## config.mk

```make
export PLATFORM = sky130hd
export DESIGN_NAME = prev_next_permutation
export DESIGN_NICKNAME = d
export VERILOG_FILES = /design/src/hw/rtl/pnp_pkg.sv /design/src/hw/rtl/pnp_cmp.sv /design/src/hw/rtl/pnp_seq.sv /design/src/hw/rtl/prev_next_permutation.sv
export SDC_FILE = /design/constraint.sdc
export NUM_CORES = 1
export LEC_CHECK = 0
export ABC_AREA = 1
export BUFFER_PORTS_ARGS = -buffer_cell sky130_fd_sc_hd__buf_2
export CAP_MARGIN = 20
export CORE_MARGIN = 5
export CORE_UTILIZATION = 25
export DETAILED_ROUTE_END_ITERATION = 16
export HOLD_SLACK_MARGIN = 0.15
export PLACE_DENSITY = 0.44
export SLEW_MARGIN = 20
export SYNTH_ARGS = -nofsm -noshare
export SYNTH_HDL_FRONTEND = slang
export SYNTH_SLANG_ARGS = --single-unit
export TNS_END_PERCENT = 20
```

## constraint.sdc

```tcl
create_clock -name clk -period 3.7 [get_ports clk]
set_input_delay 0.37 -clock clk [delete_from_list [all_inputs] [get_ports clk]]
set_output_delay 0.37 -clock clk [all_outputs]
set_load 0.005 [all_outputs]
```

## src/hw/rtl/pnp_pkg.sv

```systemverilog
`timescale 1ns / 1ps
// ----------------------------------------------------------------------------
// pnp_pkg
// Shared widths, row kind codes and the structs that pass between the
// sequencer, the compare unit and the output stage.
// ----------------------------------------------------------------------------
package pnp_pkg;

	localparam int VAL_W  = 16;
	localparam int KIND_W = 2;

	// row kind codes on row_kind
	localparam logic [KIND_W-1:0] KIND_PREV = 2'd0;
	localparam logic [KIND_W-1:0] KIND_ORIG = 2'd1;
	localparam logic [KIND_W-1:0] KIND_NEXT = 2'd2;

	// result of the shared compare unit
	typedef struct packed {
		logic lt;
		logic gt;
	} cmp_t;

	// one result element handed from the sequencer to the output register
	typedef struct packed {
		logic              load;
		logic [VAL_W-1:0]  value;
		logic [KIND_W-1:0] kind;
		logic              row_end;
		logic              last;
	} emit_t;

endpackage

```

## src/hw/rtl/pnp_cmp.sv

```systemverilog
`timescale 1ns / 1ps
// ----------------------------------------------------------------------------
// pnp_cmp
// Shared unsigned magnitude compare, used for the pivot scan, the swap
// partner search and the reverse-loop bound test.
// ----------------------------------------------------------------------------
module pnp_cmp (
	input  logic [pnp_pkg::VAL_W-1:0] a,
	input  logic [pnp_pkg::VAL_W-1:0] b,
	output pnp_pkg::cmp_t             res
);
	import pnp_pkg::*;

	// compare a against b
	always_comb begin
		res.lt = (a < b);
		res.gt = (a > b);
	end

endmodule

```

## src/hw/rtl/pnp_seq.sv

```systemverilog
`timescale 1ns / 1ps
// ----------------------------------------------------------------------------
// pnp_seq
// Sequencer with the element store and the scratch row. Loads the sequence,
// then walks the scratch row through the shared compare unit to form the
// previous and next permutations, and streams the rows out one element at
// a time.
// ----------------------------------------------------------------------------
module pnp_seq #(
	parameter int MAX_LEN = 16
) (
	input  logic                      clk,
	input  logic                      arst_n,
	input  logic                      in_valid,
	input  logic [pnp_pkg::VAL_W-1:0] value,
	input  logic                      is_last,
	output logic                      in_stall,
	input  logic                      out_free,
	output pnp_pkg::emit_t            emit
);
	import pnp_pkg::*;

	localparam int IW = (MAX_LEN > 1) ? $clog2(MAX_LEN) : 1;
	localparam int CW = $clog2(MAX_LEN + 1);

	localparam logic [3:0] ST_LOAD     = 4'd0;
	localparam logic [3:0] ST_PSTART   = 4'd1;
	localparam logic [3:0] ST_SCAN_RD  = 4'd2;
	localparam logic [3:0] ST_SCAN_CMP = 4'd3;
	localparam logic [3:0] ST_FIND_RD  = 4'd4;
	localparam logic [3:0] ST_FIND_CMP = 4'd5;
	localparam logic [3:0] ST_SWAP_W1  = 4'd6;
	localparam logic [3:0] ST_SWAP_W2  = 4'd7;
	localparam logic [3:0] ST_REV_RD   = 4'd8;
	localparam logic [3:0] ST_REV_W1   = 4'd9;
	localparam logic [3:0] ST_REV_W2   = 4'd10;
	localparam logic [3:0] ST_AFTER    = 4'd11;
	localparam logic [3:0] ST_EMIT_RD  = 4'd12;
	localparam logic [3:0] ST_EMIT_WR  = 4'd13;
	localparam logic [3:0] ST_COPY_RD  = 4'd14;
	localparam logic [3:0] ST_COPY_WR  = 4'd15;

	// control state
	logic [3:0]        state_q;
	logic [CW-1:0]     count_q;
	logic              dir_q;       // 0 previous, 1 next
	logic              ok_q;        // permutation exists
	logic [KIND_W-1:0] kind_q;

	// working registers
	logic [CW-1:0]    n_q;
	logic [IW-1:0]    i_q;
	logic [IW-1:0]    j_q;
	logic [IW-1:0]    lo_q;
	logic [IW-1:0]    hi_q;
	logic [IW-1:0]    e_q;
	logic [IW-1:0]    piv_q;
	logic [VAL_W-1:0] piv_val_q;
	logic [VAL_W-1:0] jv_q;

	// memories
	logic [VAL_W-1:0] elem_mem [MAX_LEN];
	logic [VAL_W-1:0] work_mem [MAX_LEN];
	logic [VAL_W-1:0] elem_rd_q;
	logic [VAL_W-1:0] work_rda_q;
	logic [VAL_W-1:0] work_rdb_q;

	logic             accept;
	logic             room;
	logic [IW-1:0]    n_m1;
	logic             work_we;
	logic [IW-1:0]    work_wa;
	logic [VAL_W-1:0] work_wd;
	logic [IW-1:0]    work_raa;
	logic [IW-1:0]    work_rab;
	logic [VAL_W-1:0] cmp_a;
	logic [VAL_W-1:0] cmp_b;
	cmp_t             cmp_res;
	logic             hit;
	logic             row_end;

	assign in_stall = (state_q != ST_LOAD);
	assign accept   = in_valid && !in_stall;
	assign room     = (count_q < CW'(MAX_LEN));
	assign n_m1     = IW'(n_q - CW'(1));
	assign row_end  = (e_q == n_m1);

	// element store: written while loading, read for copy and original row
	always_ff @(posedge clk) begin
		if (accept && room) begin
			elem_mem[count_q[IW-1:0]] <= value;
		end
		elem_rd_q <= elem_mem[e_q];
	end

	// scratch row: one write port, two registered read ports
	always_ff @(posedge clk) begin
		if (work_we) begin
			work_mem[work_wa] <= work_wd;
		end
		work_rda_q <= work_mem[work_raa];
		work_rdb_q <= work_mem[work_rab];
	end

	// select scratch row addresses and write data
	always_comb begin
		work_we  = 1'b0;
		work_wa  = e_q;
		work_wd  = elem_rd_q;
		work_raa = e_q;
		work_rab = hi_q;
		unique case (state_q)
			ST_LOAD: begin
				work_we = accept && room;
				work_wa = count_q[IW-1:0];
				work_wd = value;
			end
			ST_SCAN_RD, ST_SCAN_CMP: begin
				work_raa = IW'(i_q - IW'(1));
				work_rab = i_q;
			end
			ST_FIND_RD, ST_FIND_CMP: begin
				work_raa = j_q;
			end
			ST_SWAP_W1: begin
				work_we = 1'b1;
				work_wa = piv_q;
				work_wd = jv_q;
			end
			ST_SWAP_W2: begin
				work_we = 1'b1;
				work_wa = j_q;
				work_wd = piv_val_q;
			end
			ST_REV_RD: begin
				work_raa = lo_q;
			end
			ST_REV_W1: begin
				work_raa = lo_q;
				work_we  = 1'b1;
				work_wa  = lo_q;
				work_wd  = work_rdb_q;
			end
			ST_REV_W2: begin
				work_raa = lo_q;
				work_we  = 1'b1;
				work_wa  = hi_q;
				work_wd  = work_rda_q;
			end
			ST_COPY_WR: begin
				work_we = 1'b1;
			end
			default: begin
			end
		endcase
	end

	// steer operands into the shared compare unit
	always_comb begin
		cmp_a = work_rda_q;
		cmp_b = work_rdb_q;
		hit   = 1'b0;
		unique case (state_q)
			ST_SCAN_CMP: begin
				hit = dir_q ? cmp_res.lt : cmp_res.gt;
			end
			ST_FIND_CMP: begin
				cmp_b = piv_val_q;
				hit   = dir_q ? cmp_res.gt : cmp_res.lt;
			end
			ST_REV_RD: begin
				cmp_a = VAL_W'(lo_q);
				cmp_b = VAL_W'(hi_q);
				hit   = cmp_res.lt;
			end
			default: begin
			end
		endcase
	end

	pnp_cmp u_cmp (
		.a   (cmp_a),
		.b   (cmp_b),
		.res (cmp_res)
	);

	// form one result element
	always_comb begin
		emit.load    = (state_q == ST_EMIT_WR) && out_free;
		emit.value   = (kind_q == KIND_ORIG) ? elem_rd_q : work_rda_q;
		emit.kind    = kind_q;
		emit.row_end = row_end;
		emit.last    = row_end && ((kind_q == KIND_NEXT) || ((kind_q == KIND_ORIG) && !ok_q));
	end

	// advance the sequencer
	always_ff @(posedge clk or negedge arst_n) begin
		if (!arst_n) begin
			state_q <= ST_LOAD;
			count_q <= '0;
			dir_q   <= 1'b0;
			ok_q    <= 1'b0;
			kind_q  <= KIND_ORIG;
		end else begin
			unique case (state_q)
				ST_LOAD: begin
					if (accept) begin
						if (room) begin
							count_q <= count_q + CW'(1);
						end
						if (is_last) begin
							n_q     <= room ? count_q + CW'(1) : count_q;
							dir_q   <= 1'b0;
							state_q <= ST_PSTART;
						end
					end
				end
				ST_PSTART: begin
					if (n_q == CW'(1)) begin
						ok_q    <= 1'b0;
						state_q <= ST_AFTER;
					end else begin
						i_q     <= n_m1;
						state_q <= ST_SCAN_RD;
					end
				end
				ST_SCAN_RD: begin
					state_q <= ST_SCAN_CMP;
				end
				ST_SCAN_CMP: begin
					if (hit) begin
						piv_q     <= IW'(i_q - IW'(1));
						piv_val_q <= work_rda_q;
						j_q       <= n_m1;
						state_q   <= ST_FIND_RD;
					end else if (i_q == IW'(1)) begin
						ok_q    <= 1'b0;
						state_q <= ST_AFTER;
					end else begin
						i_q     <= IW'(i_q - IW'(1));
						state_q <= ST_SCAN_RD;
					end
				end
				ST_FIND_RD: begin
					state_q <= ST_FIND_CMP;
				end
				ST_FIND_CMP: begin
					if (hit) begin
						jv_q    <= work_rda_q;
						state_q <= ST_SWAP_W1;
					end else begin
						j_q     <= IW'(j_q - IW'(1));
						state_q <= ST_FIND_RD;
					end
				end
				ST_SWAP_W1: begin
					state_q <= ST_SWAP_W2;
				end
				ST_SWAP_W2: begin
					lo_q    <= IW'(piv_q + IW'(1));
					hi_q    <= n_m1;
					state_q <= ST_REV_RD;
				end
				ST_REV_RD: begin
					if (hit) begin
						state_q <= ST_REV_W1;
					end else begin
						ok_q    <= 1'b1;
						state_q <= ST_AFTER;
					end
				end
				ST_REV_W1: begin
					state_q <= ST_REV_W2;
				end
				ST_REV_W2: begin
					lo_q    <= IW'(lo_q + IW'(1));
					hi_q    <= IW'(hi_q - IW'(1));
					state_q <= ST_REV_RD;
				end
				ST_AFTER: begin
					e_q <= '0;
					if (!dir_q) begin
						kind_q  <= KIND_PREV;
						state_q <= ok_q ? ST_EMIT_RD : ST_COPY_RD;
					end else begin
						kind_q  <= KIND_ORIG;
						state_q <= ST_EMIT_RD;
					end
				end
				ST_EMIT_RD: begin
					state_q <= ST_EMIT_WR;
				end
				ST_EMIT_WR: begin
					if (out_free) begin
						if (!row_end) begin
							e_q     <= IW'(e_q + IW'(1));
							state_q <= ST_EMIT_RD;
						end else begin
							e_q <= '0;
							priority if (kind_q == KIND_PREV) begin
								state_q <= ST_COPY_RD;
							end else if ((kind_q == KIND_ORIG) && ok_q) begin
								kind_q  <= KIND_NEXT;
								state_q <= ST_EMIT_RD;
							end else begin
								count_q <= '0;
								state_q <= ST_LOAD;
							end
						end
					end
				end
				ST_COPY_RD: begin
					state_q <= ST_COPY_WR;
				end
				ST_COPY_WR: begin
					if (row_end) begin
						dir_q   <= 1'b1;
						state_q <= ST_PSTART;
					end else begin
						e_q     <= IW'(e_q + IW'(1));
						state_q <= ST_COPY_RD;
					end
				end
				default: begin
					state_q <= ST_LOAD;
				end
			endcase
		end
	end

endmodule

```

## src/hw/rtl/prev_next_permutation.sv

```systemverilog
`timescale 1ns / 1ps
// ----------------------------------------------------------------------------
// prev_next_permutation
// Lexicographic previous and next permutation of a loaded sequence.
// ----------------------------------------------------------------------------
// Usage:
//   Input channel (in_valid / in_stall): one element per transaction, is_last
//   on the final one. Loading takes one cycle per element; elements past
//   MAX_LEN are dropped, but their is_last mark still ends the sequence.
//   After is_last, in_stall stays high while the sequencer works: the pivot
//   scan, partner search and suffix reversal each step through the scratch
//   row with one shared comparator and one write port.
//   Output channel (out_valid / out_stall): the previous row (if any), the
//   original row, then the next row (if any), one element per transaction,
//   tagged by row_kind and row_end; is_last_res marks the final element.
//   A registered output stage holds a stalled transaction; the sequencer
//   waits on it and does not drop or repeat elements.
//   Reset clears the element count and all control state; the block then
//   accepts a new sequence at once.
// ----------------------------------------------------------------------------
module prev_next_permutation #(
	parameter int MAX_LEN = 16
) (
	input  logic                       clk,
	input  logic                       arst_n,
	input  logic                       in_valid,
	output logic                       in_stall,
	input  logic [pnp_pkg::VAL_W-1:0]  value,
	input  logic                       is_last,
	output logic                       out_valid,
	input  logic                       out_stall,
	output logic [pnp_pkg::VAL_W-1:0]  value_res,
	output logic [pnp_pkg::KIND_W-1:0] row_kind,
	output logic                       row_end,
	output logic                       is_last_res
);
	import pnp_pkg::*;

	emit_t             emit;
	logic              out_free;
	logic              out_valid_q;
	logic [VAL_W-1:0]  value_res_q;
	logic [KIND_W-1:0] row_kind_q;
	logic              row_end_q;
	logic              is_last_res_q;

	assign out_free = !out_valid_q || !out_stall;

	pnp_seq #(
		.MAX_LEN (MAX_LEN)
	) u_seq (
		.clk      (clk),
		.arst_n   (arst_n),
		.in_valid (in_valid),
		.value    (value),
		.is_last  (is_last),
		.in_stall (in_stall),
		.out_free (out_free),
		.emit     (emit)
	);

	// hold the output transaction until taken
	always_ff @(posedge clk or negedge arst_n) begin
		if (!arst_n) begin
			out_valid_q <= 1'b0;
		end else if (emit.load) begin
			out_valid_q <= 1'b1;
		end else if (!out_stall) begin
			out_valid_q <= 1'b0;
		end
	end

	// load the output payload
	always_ff @(posedge clk) begin
		if (emit.load) begin
			value_res_q   <= emit.value;
			row_kind_q    <= emit.kind;
			row_end_q     <= emit.row_end;
			is_last_res_q <= emit.last;
		end
	end

	assign out_valid   = out_valid_q;
	assign value_res   = value_res_q;
	assign row_kind    = row_kind_q;
	assign row_end     = row_end_q;
	assign is_last_res = is_last_res_q;

`ifndef SYNTH
	// never overwrite an output transaction that is still stalled
	a_no_overwrite: assert property (@(posedge clk) disable iff (!arst_n)
		emit.load |-> (!out_valid_q || !out_stall))
		else $error("output register overwritten while stalled");

	// the final element of a run always closes a row
	a_last_ends_row: assert property (@(posedge clk) disable iff (!arst_n)
		(out_valid_q && is_last_res_q) |-> row_end_q)
		else $error("final result not on a row end");

	// no element is emitted while input is being taken
	a_load_xor_emit: assert property (@(posedge clk) disable iff (!arst_n)
		(in_valid && !in_stall) |-> !emit.load)
		else $error("emit during load");

	// an output transaction that follows an idle output carries a defined row kind
	a_kind_legal: assert property (@(posedge clk) disable iff (!arst_n)
		$rose(out_valid_q) |-> (row_kind_q != 2'd3))
		else $error("illegal row kind");
`endif

endmodule

```

==> out/results.ini, run 1 <==
[status]
status=finished clean

[final_layout]
ff_latch_area_mm2=0.01912
multi_input_area_mm2=0.008751
final_area_mm2=0.03428
fillers=12086
layout-drive-gt1-share_pct=11.27
area_growth_pct=16.93
nets=2800
stdcell_count=4338

[global_routing]
grt_max_degree=132
grt_overflow=0
track_usage_pct=14.71
grt_first_pass_wirelength_um=138300
grt_pass1_vias=20474
grt_antenna_before_repair=4

[routing]
vias=21128
route.met2.wl_um=43610
drtPass1Iterations=5
top_layer=met4
drt_iter0_markers=1700
routed-wl-met3_um=4682
drc=0
drt-wirelength-per-cell_um=21.71
ant_nets=0
m1WireLength_um=43510
wirelength_um=94180
viasPerCell=4.870

[critical_path]
rrSetupSlack_ns=0.25
crit_arrival_ns=3.81
path_max_fanout=20
crit_path_start_kind=register
timing.critical_path.required_ns=4.06
reg2reg_from=u_seq.state_q[0]
worstSetupPathType=reg2reg
cp-end-kind=register
reg2regPathDepth=22
crit_start=u_seq.state_q[0]
r2r_end=u_seq.i_q[0]

[power_and_ir_drop]
peakVddDrop_mv=0.4561
leakage_nw=11.98
total_power_mw=26.01
p_seq_share_pct=38.5
clkPwrFrac_pct=27.7
p_int_mw=16.09
p_sw_mw=9.915
swShare_pct=38.12
power.share.combinational_pct=33.8
cellPowerDensity_mw_per_mm2=758.8

[logic_synthesis]
syn_nets=2742
yosysWarnings=0
avgSynthCellArea_um2=10.89
synth-edff-count=593
yosysSeqAreaShare_pct=65.22
syn-instance-count=2693
ys.flop_type=edfxtp_1
netlist_area_mm2=0.02932
synth-seq-cells=655
async_reset_ff_share_pct=2.137
synth.distinct_cells=45

[cts]
h-tree-depth=3
clockBufferDepth=3
path_clk_slew_ns=0.06
cts.sinks=655
clkLatencyLatePin_ns=0.65
cts_buffers=76
cts_tree=yes
cts-root-buf=clkbuf_16
post_cts_buffers=0

[run]
drv_cap=0

[floorplan]
die_h_um=352.4
fp.coreArea_mm2=0.1164
initial_core_util_pct=25.19
rows=125
die_x_um=352.4
ios=43
die_area_mm2=0.1242

[timing]
relSlewSlack_pct=28.30
setup_viol=0
setup_tns_ns=0
fmax_mhz=290.1
hold_viol_final=0
finalCriticalPeriod_ns=3.448
post-route-period-util_pct=93.18
maxSlewViolCount=0
finClkSkew_ns=0.02110
tightest_slew_ns=1.066

[placed_design]
dp.cells=4184
io_buffers=42
dp_hpwl_um=58130
gp_congestion=0.8700
dpl_cell_area_mm2=0.03175

[min_path]
worstHoldStart=value[3]
hold_path_end=u_seq.elem_mem[2][3]
holdPathStages=1
min_path_type=in2reg

## sequential cells by signal (all words and copies together) (netlist names), 4 cells and up
register	flops
u_seq.state_q	4
u_seq.piv_q	4
u_seq.work_mem	256
u_seq.n_q	5
u_seq.elem_rd_q	16
u_seq.count_q	5
u_seq.hi_q	4
u_seq.piv_val_q	16
u_seq.lo_q	4
u_seq.e_q	4
u_seq.work_rdb_q	16
u_seq.work_rda_q	16
value_res	16
u_seq.elem_mem	256
u_seq.j_q	4
u_seq.jv_q	16
u_seq.i_q	4
## power by group through the flow
| stage | combinational [mW] | sequential [mW] | clock [mW] |
|---|---|---|---|
| after floorplan | 5.36 | 9.92 | 0 |
| after global placement | 8.87 | 10.2 | 0 |
| after detailed placement | 8.85 | 10.1 | 0 |
| after CTS | 8.90 | 10.0 | 7.40 |
| after global routing | 9.65 | 10.1 | 7.71 |
| final | 8.79 | 10.0 | 7.22 |
## per-stage QoR
step / worst slack (ns) / utilization, % / hold slack (ns)
after global routing: -0.005664 / 29.45 / 0.1754
after floorplan: 0.01576 / - / 0.07441
after global placement: -0.02946 / 27.28 / 0.3493
after detailed placement: -0.1667 / 27.28 / 0.3424
after CTS: 0.1612 / 29.44 / 0.1586
final: 0.2524 / 29.46 / 0.1831
## cells by family after synthesis
group / after synthesis / synth area share (%)
DFF: 655 / 65.22
and+or+nand+nor: 895 / 12.72
muxes: 3 / 0.1152
xor gates and xnor gates: 14 / 0.4183
buffers and inverters: 401 / 5.476
AOI/OAI and AO/OA: 697 / 14.86
adders and majority gates: 28 / 1.195
## cell usage after synthesis, types with 3 or more instances
cell type,number,area share [%]
o2111ai_1,4,0.12
edfxtp_1,593,61
inv_2,9,0.12
nand3_1,216,3.7
o21ai_2,4,0.12
nor3_2,3,0.10
xnor2_1,3,0.090
dfrtp_1,13,1.1
o211ai_1,185,4.7
o21ai_1,10,0.17
nand2_1,413,5.3
a21oi_1,119,2.0
buf_2,59,1.0
clkbuf_1,104,1.3
nor2_1,231,3.0
xor2_1,11,0.33
nor2_2,5,0.11
ha_1,28,1.2
a22oi_1,12,0.31
o22ai_1,26,0.55
o21ai_0,253,4.3
nand4_1,12,0.26
dfxtp_1,48,3.3
a221oi_1,16,0.48
mux2_2,3,0.12
buf_4,3,0.077
inv_1,216,2.8
nor3_1,7,0.12
buf_1,6,0.077
o221ai_1,62,1.9
## final cells by class
type / instances / area share [%]
Clock inverter: 32 / 0.6351
Tap cell: 1524 / 5.563
Antenna cell: 2 / 0.01460
Inverter: 227 / 2.493
Sequential cell: 655 / 55.78
Multi-Input combinational cell: 1637 / 25.53
Clock buffer: 107 / 6.304
Timing Repair Buffer: 154 / 3.683
## worst max-delay path by stage
| stage | to | slack (ns) |
|---|---|---|
| 2_1_floorplan | u_seq.jv_q[0] | 0.02 |
| 3_3_place_gp | u_seq.j_q[3] | -0.03 |
| 3_5_place_dp | u_seq.j_q[0] | -0.17 |
| 4_1_cts | u_seq.j_q[2] | 0.16 |
| 5_1_grt | u_seq.i_q[0] | -0.006 |
| 6_report | u_seq.i_q[0] | 0.25 |
## per-layer routing
metal | up-vias | GRT usage (%)
met5 | - | 0
met4 | 0 | 4.539
met3 | 122 | 2.043
met2 | 565 | 23.65
met1 | 10528 | 20.63
li1 | 9913 | -
## worst max-delay path, stage by stage, from the launching register on
cell and delay (ns):
dfrtp_1 0.42, inv_2 0.05, or2_1 0.23, nor2_2 0.18
buf_6 0.23, inv_1 0.16, o22ai_1 0.17, a21oi_1 0.08
ha_1 0.31, nand2_1 0.09, inv_1 0.04, nand2_1 0.05
nand2_1 0.05, nand2_1 0.05, nand2_1 0.04, nand2_1 0.07
nand2_1 0.09, nand2_1 0.10, nand2_1 0.07, nand3_1 0.16
inv_1 0.11, nor3_1 0.22, buf_4 0.19
## placed cells by master, fill, tap and decap left out, types with 5 or more instances in the layout
cell type | netlist | layout
edfxtp_1 | 593 | 593
nand2_1 | 413 | 413
o21ai_0 | 253 | 253
nand3_1 | 216 | 216
inv_1 | 216 | 214
nor2_1 | 231 | 196
o211ai_1 | 185 | 185
a21oi_1 | 119 | 118
buf_4 | 3 | 84
clkbuf_16 | 0 | 78
o221ai_1 | 62 | 62
dfxtp_1 | 48 | 48
buf_2 | 59 | 42
nor2_2 | 5 | 38
ha_1 | 28 | 28
o22ai_1 | 26 | 26
clkbuf_1 | 104 | 19
clkinv_1 | 2 | 18
a221oi_1 | 16 | 16
buf_12 | 0 | 14
dlygate4sd3_1 | 0 | 13
dfrtp_1 | 13 | 13
nand4_1 | 12 | 12
a22oi_1 | 12 | 12
xor2_1 | 11 | 11
inv_2 | 9 | 10
clkbuf_8 | 0 | 10
clkinv_2 | 0 | 8
o21ai_1 | 10 | 7
nor3_1 | 7 | 5
nor3_2 | 3 | 5
## timing repair
action                     4_1_cts  5_1_grt
hold endpoints to repair       153        0
gates resized for setup          1        4
gates cloned                     0        0
setup endpoints to repair       44       28
hold buffers                    13        0
Power figures use the tool's default switching activity.
==> run 2: changes to the inputs <==
CTS_CLUSTER_SIZE = 16   (was unset)
PLACE_DENSITY = unset   (was 0.44)
==> run 2 against run 1 <==
Compared with the run above:
- via count rose by 0.89%
- hold slack improved by 0.0034 ns
- clock skew rose by 0.0012 ns
- setup slack improved by 0.091 ns
- flip-flop and latch count did not move
- non-clock buffer count fell by 13
- utilization fell by 0.32 points
==> out/results.ini, run 2 (same netlist as run 1, synthesis figures left out) <==
[routing]
vias=21315  ; +0.89%
drc=0  ; unchanged
ant_nets=0  ; unchanged
viasPerCell=4.952  ; +1.7%
drt_iter0_markers=2307  ; +36%
drt-wirelength-per-cell_um=20.02  ; -7.8%
drtPass1Iterations=6  ; +1
wirelength_um=86180  ; -8.5%

[placed_design]
dp_hpwl_um=53540  ; -7.9%
dp.cells=4175  ; -0.22%
dpl_cell_area_mm2=0.03173  ; about the same
io_buffers=42  ; unchanged
gp_congestion=0.9432  ; +8.4%

[global_routing]
grt_overflow=0  ; unchanged
grt_first_pass_wirelength_um=127800  ; -7.6%
grt_antenna_before_repair=1  ; -3
track_usage_pct=13.27  ; -1.4 points
grt_pass1_vias=20343  ; -0.64%
grt_max_degree=133  ; +0.76%

[floorplan]
ios=43  ; unchanged
die_h_um=352.4  ; unchanged
die_x_um=352.4  ; unchanged
fp.coreArea_mm2=0.1164  ; unchanged
initial_core_util_pct=25.19  ; unchanged
die_area_mm2=0.1242  ; unchanged
rows=125  ; unchanged

[cts]
path_clk_slew_ns=0.06  ; about the same
cts-root-buf=clkbuf_16
cts_buffers=66  ; -13%
h-tree-depth=3  ; unchanged
clkLatencyLatePin_ns=0.60  ; -0.05 ns
clockBufferDepth=3  ; unchanged
post_cts_buffers=0  ; unchanged
cts.sinks=655  ; unchanged
cts_tree=yes

[timing]
whs_ns=0.1865  ; +0.003426 ns
hold_viol_final=0  ; unchanged
finClkSkew_ns=0.02232  ; +0.001220 ns
rsz0062_at_grt=false
finalCriticalPeriod_ns=3.357  ; -0.09078 ns
fmax_mhz=297.9  ; +2.7%
relSlewSlack_pct=42.23  ; +14 points
setup_viol=0  ; unchanged
setup_tns_ns=0  ; unchanged
tightest_slew_ns=0.8665  ; -0.1992 ns
post-route-period-util_pct=90.72  ; -2.5 points
maxSlewViolCount=0  ; unchanged

[final_layout]
final_common_cell=edfxtp_1
final_area_mm2=0.03391  ; -1.1%
nets=2777  ; -0.82%
stdcell_count=4304  ; -0.78%
fin_util_pct=29.14  ; -0.32 points
layout-drive-gt1-share_pct=10.69  ; -0.59 points
area_growth_pct=15.66
most-common-layout-cells=593 x edfxtp_1, 413 x nand2_1, 253 x o21ai_0

[critical_path]
path_max_fanout=20  ; unchanged
crit_arrival_ns=3.62  ; -0.19 ns
crit_path_start_kind=register
cp-end-kind=register
timing.critical_path.required_ns=3.96  ; -0.10 ns
worstSetupPathType=reg2reg

[power_and_ir_drop]
cellPowerDensity_mw_per_mm2=735.9  ; -3.0%
peakVddDrop_mv=0.4757  ; +4.3%
leakage_nw=11.79  ; -1.6%

[min_path]
min_path_type=in2reg

[status]
status=finished clean

[run]
drv_cap=0  ; unchanged

run 2: stage by stage:
| step | setup slack, ns | power, mW |
|---|---|---|
| after CTS | 0.2178 | 25.00 |
| after detailed placement | 0.2397 | 18.53 |
| after floorplan | 0.01576 | 15.28 |
| final | 0.3432 | 24.95 |
| after global placement | 0.3530 | 18.47 |
| after global routing | 0.08191 | 26.19 |
run 2: cell type report:
type / instances / area (µm²)
multi-input cells: 1637 / 8733
well taps: 1524 / 1907
diodes: 1 / 2.502
clock buffers: 89 / 1902
repair buffers: 141 / 1214
flip-flops and latches: 655 / 19120
inverters: 227 / 853.3
clock inverters: 30 / 175.2
fillers: 11928 / 82460
run 2: repair_timing:
| item | in CTS | in global routing |
|---|---|---|
| endpoints found under the hold margin | 96 | 0 |
| endpoints found under the setup margin | 0 | 17 |
| resized for setup | 0 | 2 |
| hold buffers | 9 | 0 |
run 2: worst max-delay path, stage by stage (launching register included):
cell     delay (ns)
dfrtp_1        0.42
inv_2          0.10
or2_1          0.29
nor2_2         0.19
buf_4          0.23
a22oi_1        0.11
ha_1           0.32
nand2_1        0.07
nor2_1         0.22
nand2_1        0.09
nand2_1        0.06
nand2_1        0.06
nand2_1        0.10
nand2_1        0.08
nand2_1        0.08
nand3_1        0.16
nor2_2         0.13
buf_4          0.30
run 2: final timing paths:
kind | startpoint | to | slack (ns) | depth (start not counted)
max reg2reg | u_seq.state_q[0] | u_seq.piv_val_q[13] | 0.34 | 17
max in group asynchronous | arst_n | u_seq.kind_q[0] | 3.06 | 2
max | u_seq.state_q[0] | u_seq.piv_val_q[13] | 0.34 | 17
min reg2reg | u_seq.work_rda_q[15] | u_seq.piv_val_q[15] | 0.46 | 0
min in group asynchronous | arst_n | out_valid | 0.31 | 2
min | value[5] | u_seq.elem_mem[3][5] | 0.19 | 1
run 2: metal layers:
layer,global-route usage (%),vias to the layer above,routed length [µm]
met5,0,-,0
met4,5.042,0,2859
met3,1.588,157,5484
met2,22.08,859,40570
met1,17.77,10468,37270
li1,-,9831,-
run 2: power by group:
group	switching, mW	total, mW	internal, mW
combinational	6.13	8.55	2.42
clock	2.75	6.42	3.68
sequential	0.404	9.98	9.57
==> run 3: changes to the inputs <==
RECOVER_POWER = 100   (was unset)
==> run 3 against run 2 <==
Compared with the run above:
- the flow now finishes with violations (max-capacitance violations, max-slew violations)
- clock skew increased by 0.0015 ns
- sequential power barely moved
- maximum frequency is 1.6% lower
==> out/results.ini, run 3 (same netlist as run 1, synthesis figures left out) <==
[placed_design]
dp_hpwl_um=53540  ; unchanged
place_ws_ns=0.2397  ; unchanged
gp_congestion=0.9432  ; unchanged
io_buffers=42  ; unchanged
dpl_cell_area_mm2=0.03173  ; unchanged

[power_and_ir_drop]
peakVddDrop_mv=0.4912  ; +3.3%
p_sw_mw=9.232  ; -0.54%
p_int_mw=15.59  ; -0.47%
swShare_pct=37.19  ; about the same
leakage_nw=11.60  ; -1.6%
power.share.combinational_pct=33.9  ; -0.4 points
clkPwrFrac_pct=25.9  ; +0.2 points
cellPowerDensity_mw_per_mm2=737.5  ; +0.22%
p_seq_share_pct=40.2  ; +0.2 points

[final_layout]
fillers=11982  ; +0.45%
final_area_mm2=0.03366  ; -0.72%
final_common_cell=edfxtp_1
area_growth_pct=14.83
most-common-layout-cells=593 x edfxtp_1, 413 x nand2_1, 256 x o21ai_0
nets=2777  ; unchanged
layout-drive-gt1-share_pct=8.276  ; -2.4 points

[run]
drv_cap=1  ; +1

[critical_path]
crit_arrival_ns=3.64  ; +0.02 ns
timing.critical_path.required_ns=3.93  ; -0.03 ns
cp_slowest_cell=clkbuf_2
cp_cell_sequence=nor2_1 -> nand2_1 -> clkbuf_1 -> nand3_1 -> nor2_1 -> nor4_1 -> nand2_1 -> nor2_2 -> clkbuf_2
rrSetupSlack_ns=0.29  ; -0.06 ns
cp-end-kind=register
max_stage_delay_ns=0.57  ; +0.15 ns
worstSetupPathType=reg2reg
crit_path_start_kind=register
path_max_fanout=16  ; -20%

[timing]
hold_viol_final=0  ; unchanged
rsz0062_at_grt=false
fmax_mhz=293.1  ; -1.6%
tightest_slew_ns=1.594  ; +0.7279 ns
whs_ns=0.2920  ; +0.1055 ns
finalWorstSetupSlack_ns=0.2880  ; -0.05523 ns
relSlewSlack_pct=-6.291  ; -49 points
post-route-period-util_pct=92.22  ; +1.5 points
maxSlewViolCount=33  ; +33
setup_viol=0  ; unchanged
setup_tns_ns=0  ; unchanged
finalCriticalPeriod_ns=3.412  ; +0.05523 ns
finClkSkew_ns=0.02385  ; +0.001524 ns

[cts]
h-tree-depth=3  ; unchanged
cts_buffers=66  ; unchanged
cts_tree=yes
path_clk_slew_ns=0.06  ; about the same
post_cts_buffers=0  ; unchanged
cts.sinks=655  ; unchanged
cts-root-buf=clkbuf_16
clkLatencyLatePin_ns=0.61  ; about the same
clockBufferDepth=3  ; unchanged

[min_path]
min_path_type=in2reg

[routing]
drc=0  ; unchanged
ant_nets=0  ; unchanged
drtPass1Iterations=6  ; unchanged
drt-wirelength-per-cell_um=19.98  ; -0.24%
viasPerCell=4.946  ; -0.13%
vias=21288  ; -0.13%
wirelength_um=85980  ; -0.24%
drt_iter0_markers=2138  ; -7.3%

[floorplan]
initial_core_util_pct=25.19  ; unchanged
die_x_um=352.4  ; unchanged
fp.coreArea_mm2=0.1164  ; unchanged
rows=125  ; unchanged
die_area_mm2=0.1242  ; unchanged
ios=43  ; unchanged
die_h_um=352.4  ; unchanged

[global_routing]
grt_pass1_vias=20343  ; unchanged
grt_antenna_before_repair=1  ; unchanged
grt_overflow=0  ; unchanged
grt_max_degree=133  ; unchanged
track_usage_pct=13.27  ; unchanged
grt_first_pass_wirelength_um=127800  ; unchanged

[status]
status=finished with violations
violations=max-capacitance violations, max-slew violations

run 3: critical path, delay by kind of cell (launching register included):
family | cells | cell delay (ns)
AND/OR/NAND/NOR | 7 | 1.79
buffers and inverters | 2 | 0.81
flip-flops | 1 | 0.41
run 3: power by group through the flow:
stage | Clock, mW | Combinational (mW) | Sequential, mW
5_1_grt | 6.85 | 9.19 | 10.0
4_1_cts | 6.55 | 8.48 | 9.97
3_3_place_gp | 0 | 8.34 | 10.1
6_report | 6.44 | 8.41 | 9.98
2_1_floorplan | 0 | 5.36 | 9.92
3_5_place_dp | 0 | 8.40 | 10.1
run 3: area by class of cell:
type / count / area, µm² / share of cell area (%)
flip-flops and latches: 655 / 19120 / 56.80
multi-input cells: 1637 / 8662 / 25.73
well taps: 1524 / 1907 / 5.664
clock buffers: 89 / 1902 / 5.650
repair buffers: 141 / 1042 / 3.096
inverters: 227 / 853.3 / 2.535
clock inverters: 30 / 175.2 / 0.5203
diodes: 1 / 2.502 / 0.007434
run 3: metal layers:
| layer | share of wire, % | wire (µm) | up-vias | track usage [%] |
|---|---|---|---|---|
| li1 | - | - | 9831 | - |
| met1 | 42 | 36530 | 10425 | 17.77 |
| met2 | 47 | 40770 | 884 | 22.08 |
| met3 | 6.8 | 5884 | 148 | 1.588 |
| met4 | 3.2 | 2793 | 0 | 5.042 |
| met5 | 0 | 0 | - | 0 |
run 3: what timing repair did:
| item | in CTS | in global routing |
|---|---|---|
| hold endpoints to repair | 96 | 0 |
| hold buffers | 9 | 0 |
| resized for setup | 0 | 2 |
| endpoints found under the setup margin | 0 | 17 |
run 3: worst paths after layout:
path,from,endpoint,cells after the start
max,u_seq.state_q[2],u_seq.work_mem[6][13],9
max reg2reg,u_seq.state_q[2],u_seq.work_mem[6][13],9
min in group asynchronous,arst_n,out_valid,2
max in group asynchronous,arst_n,u_seq.count_q[1],2
min,in_valid,u_seq.dir_q,6
min reg2reg,u_seq.work_rda_q[15],u_seq.piv_val_q[15],0
run 3: per-stage QoR:
stage                     utilization, %  power, mW  instances
after floorplan                        -      15.28       2693
after global placement             27.27      18.47       4175
after detailed placement           27.27      18.53       4175
after CTS                          29.13      25.00       4303
after global routing               28.93      26.07       4304
final                              28.93      24.83       4304
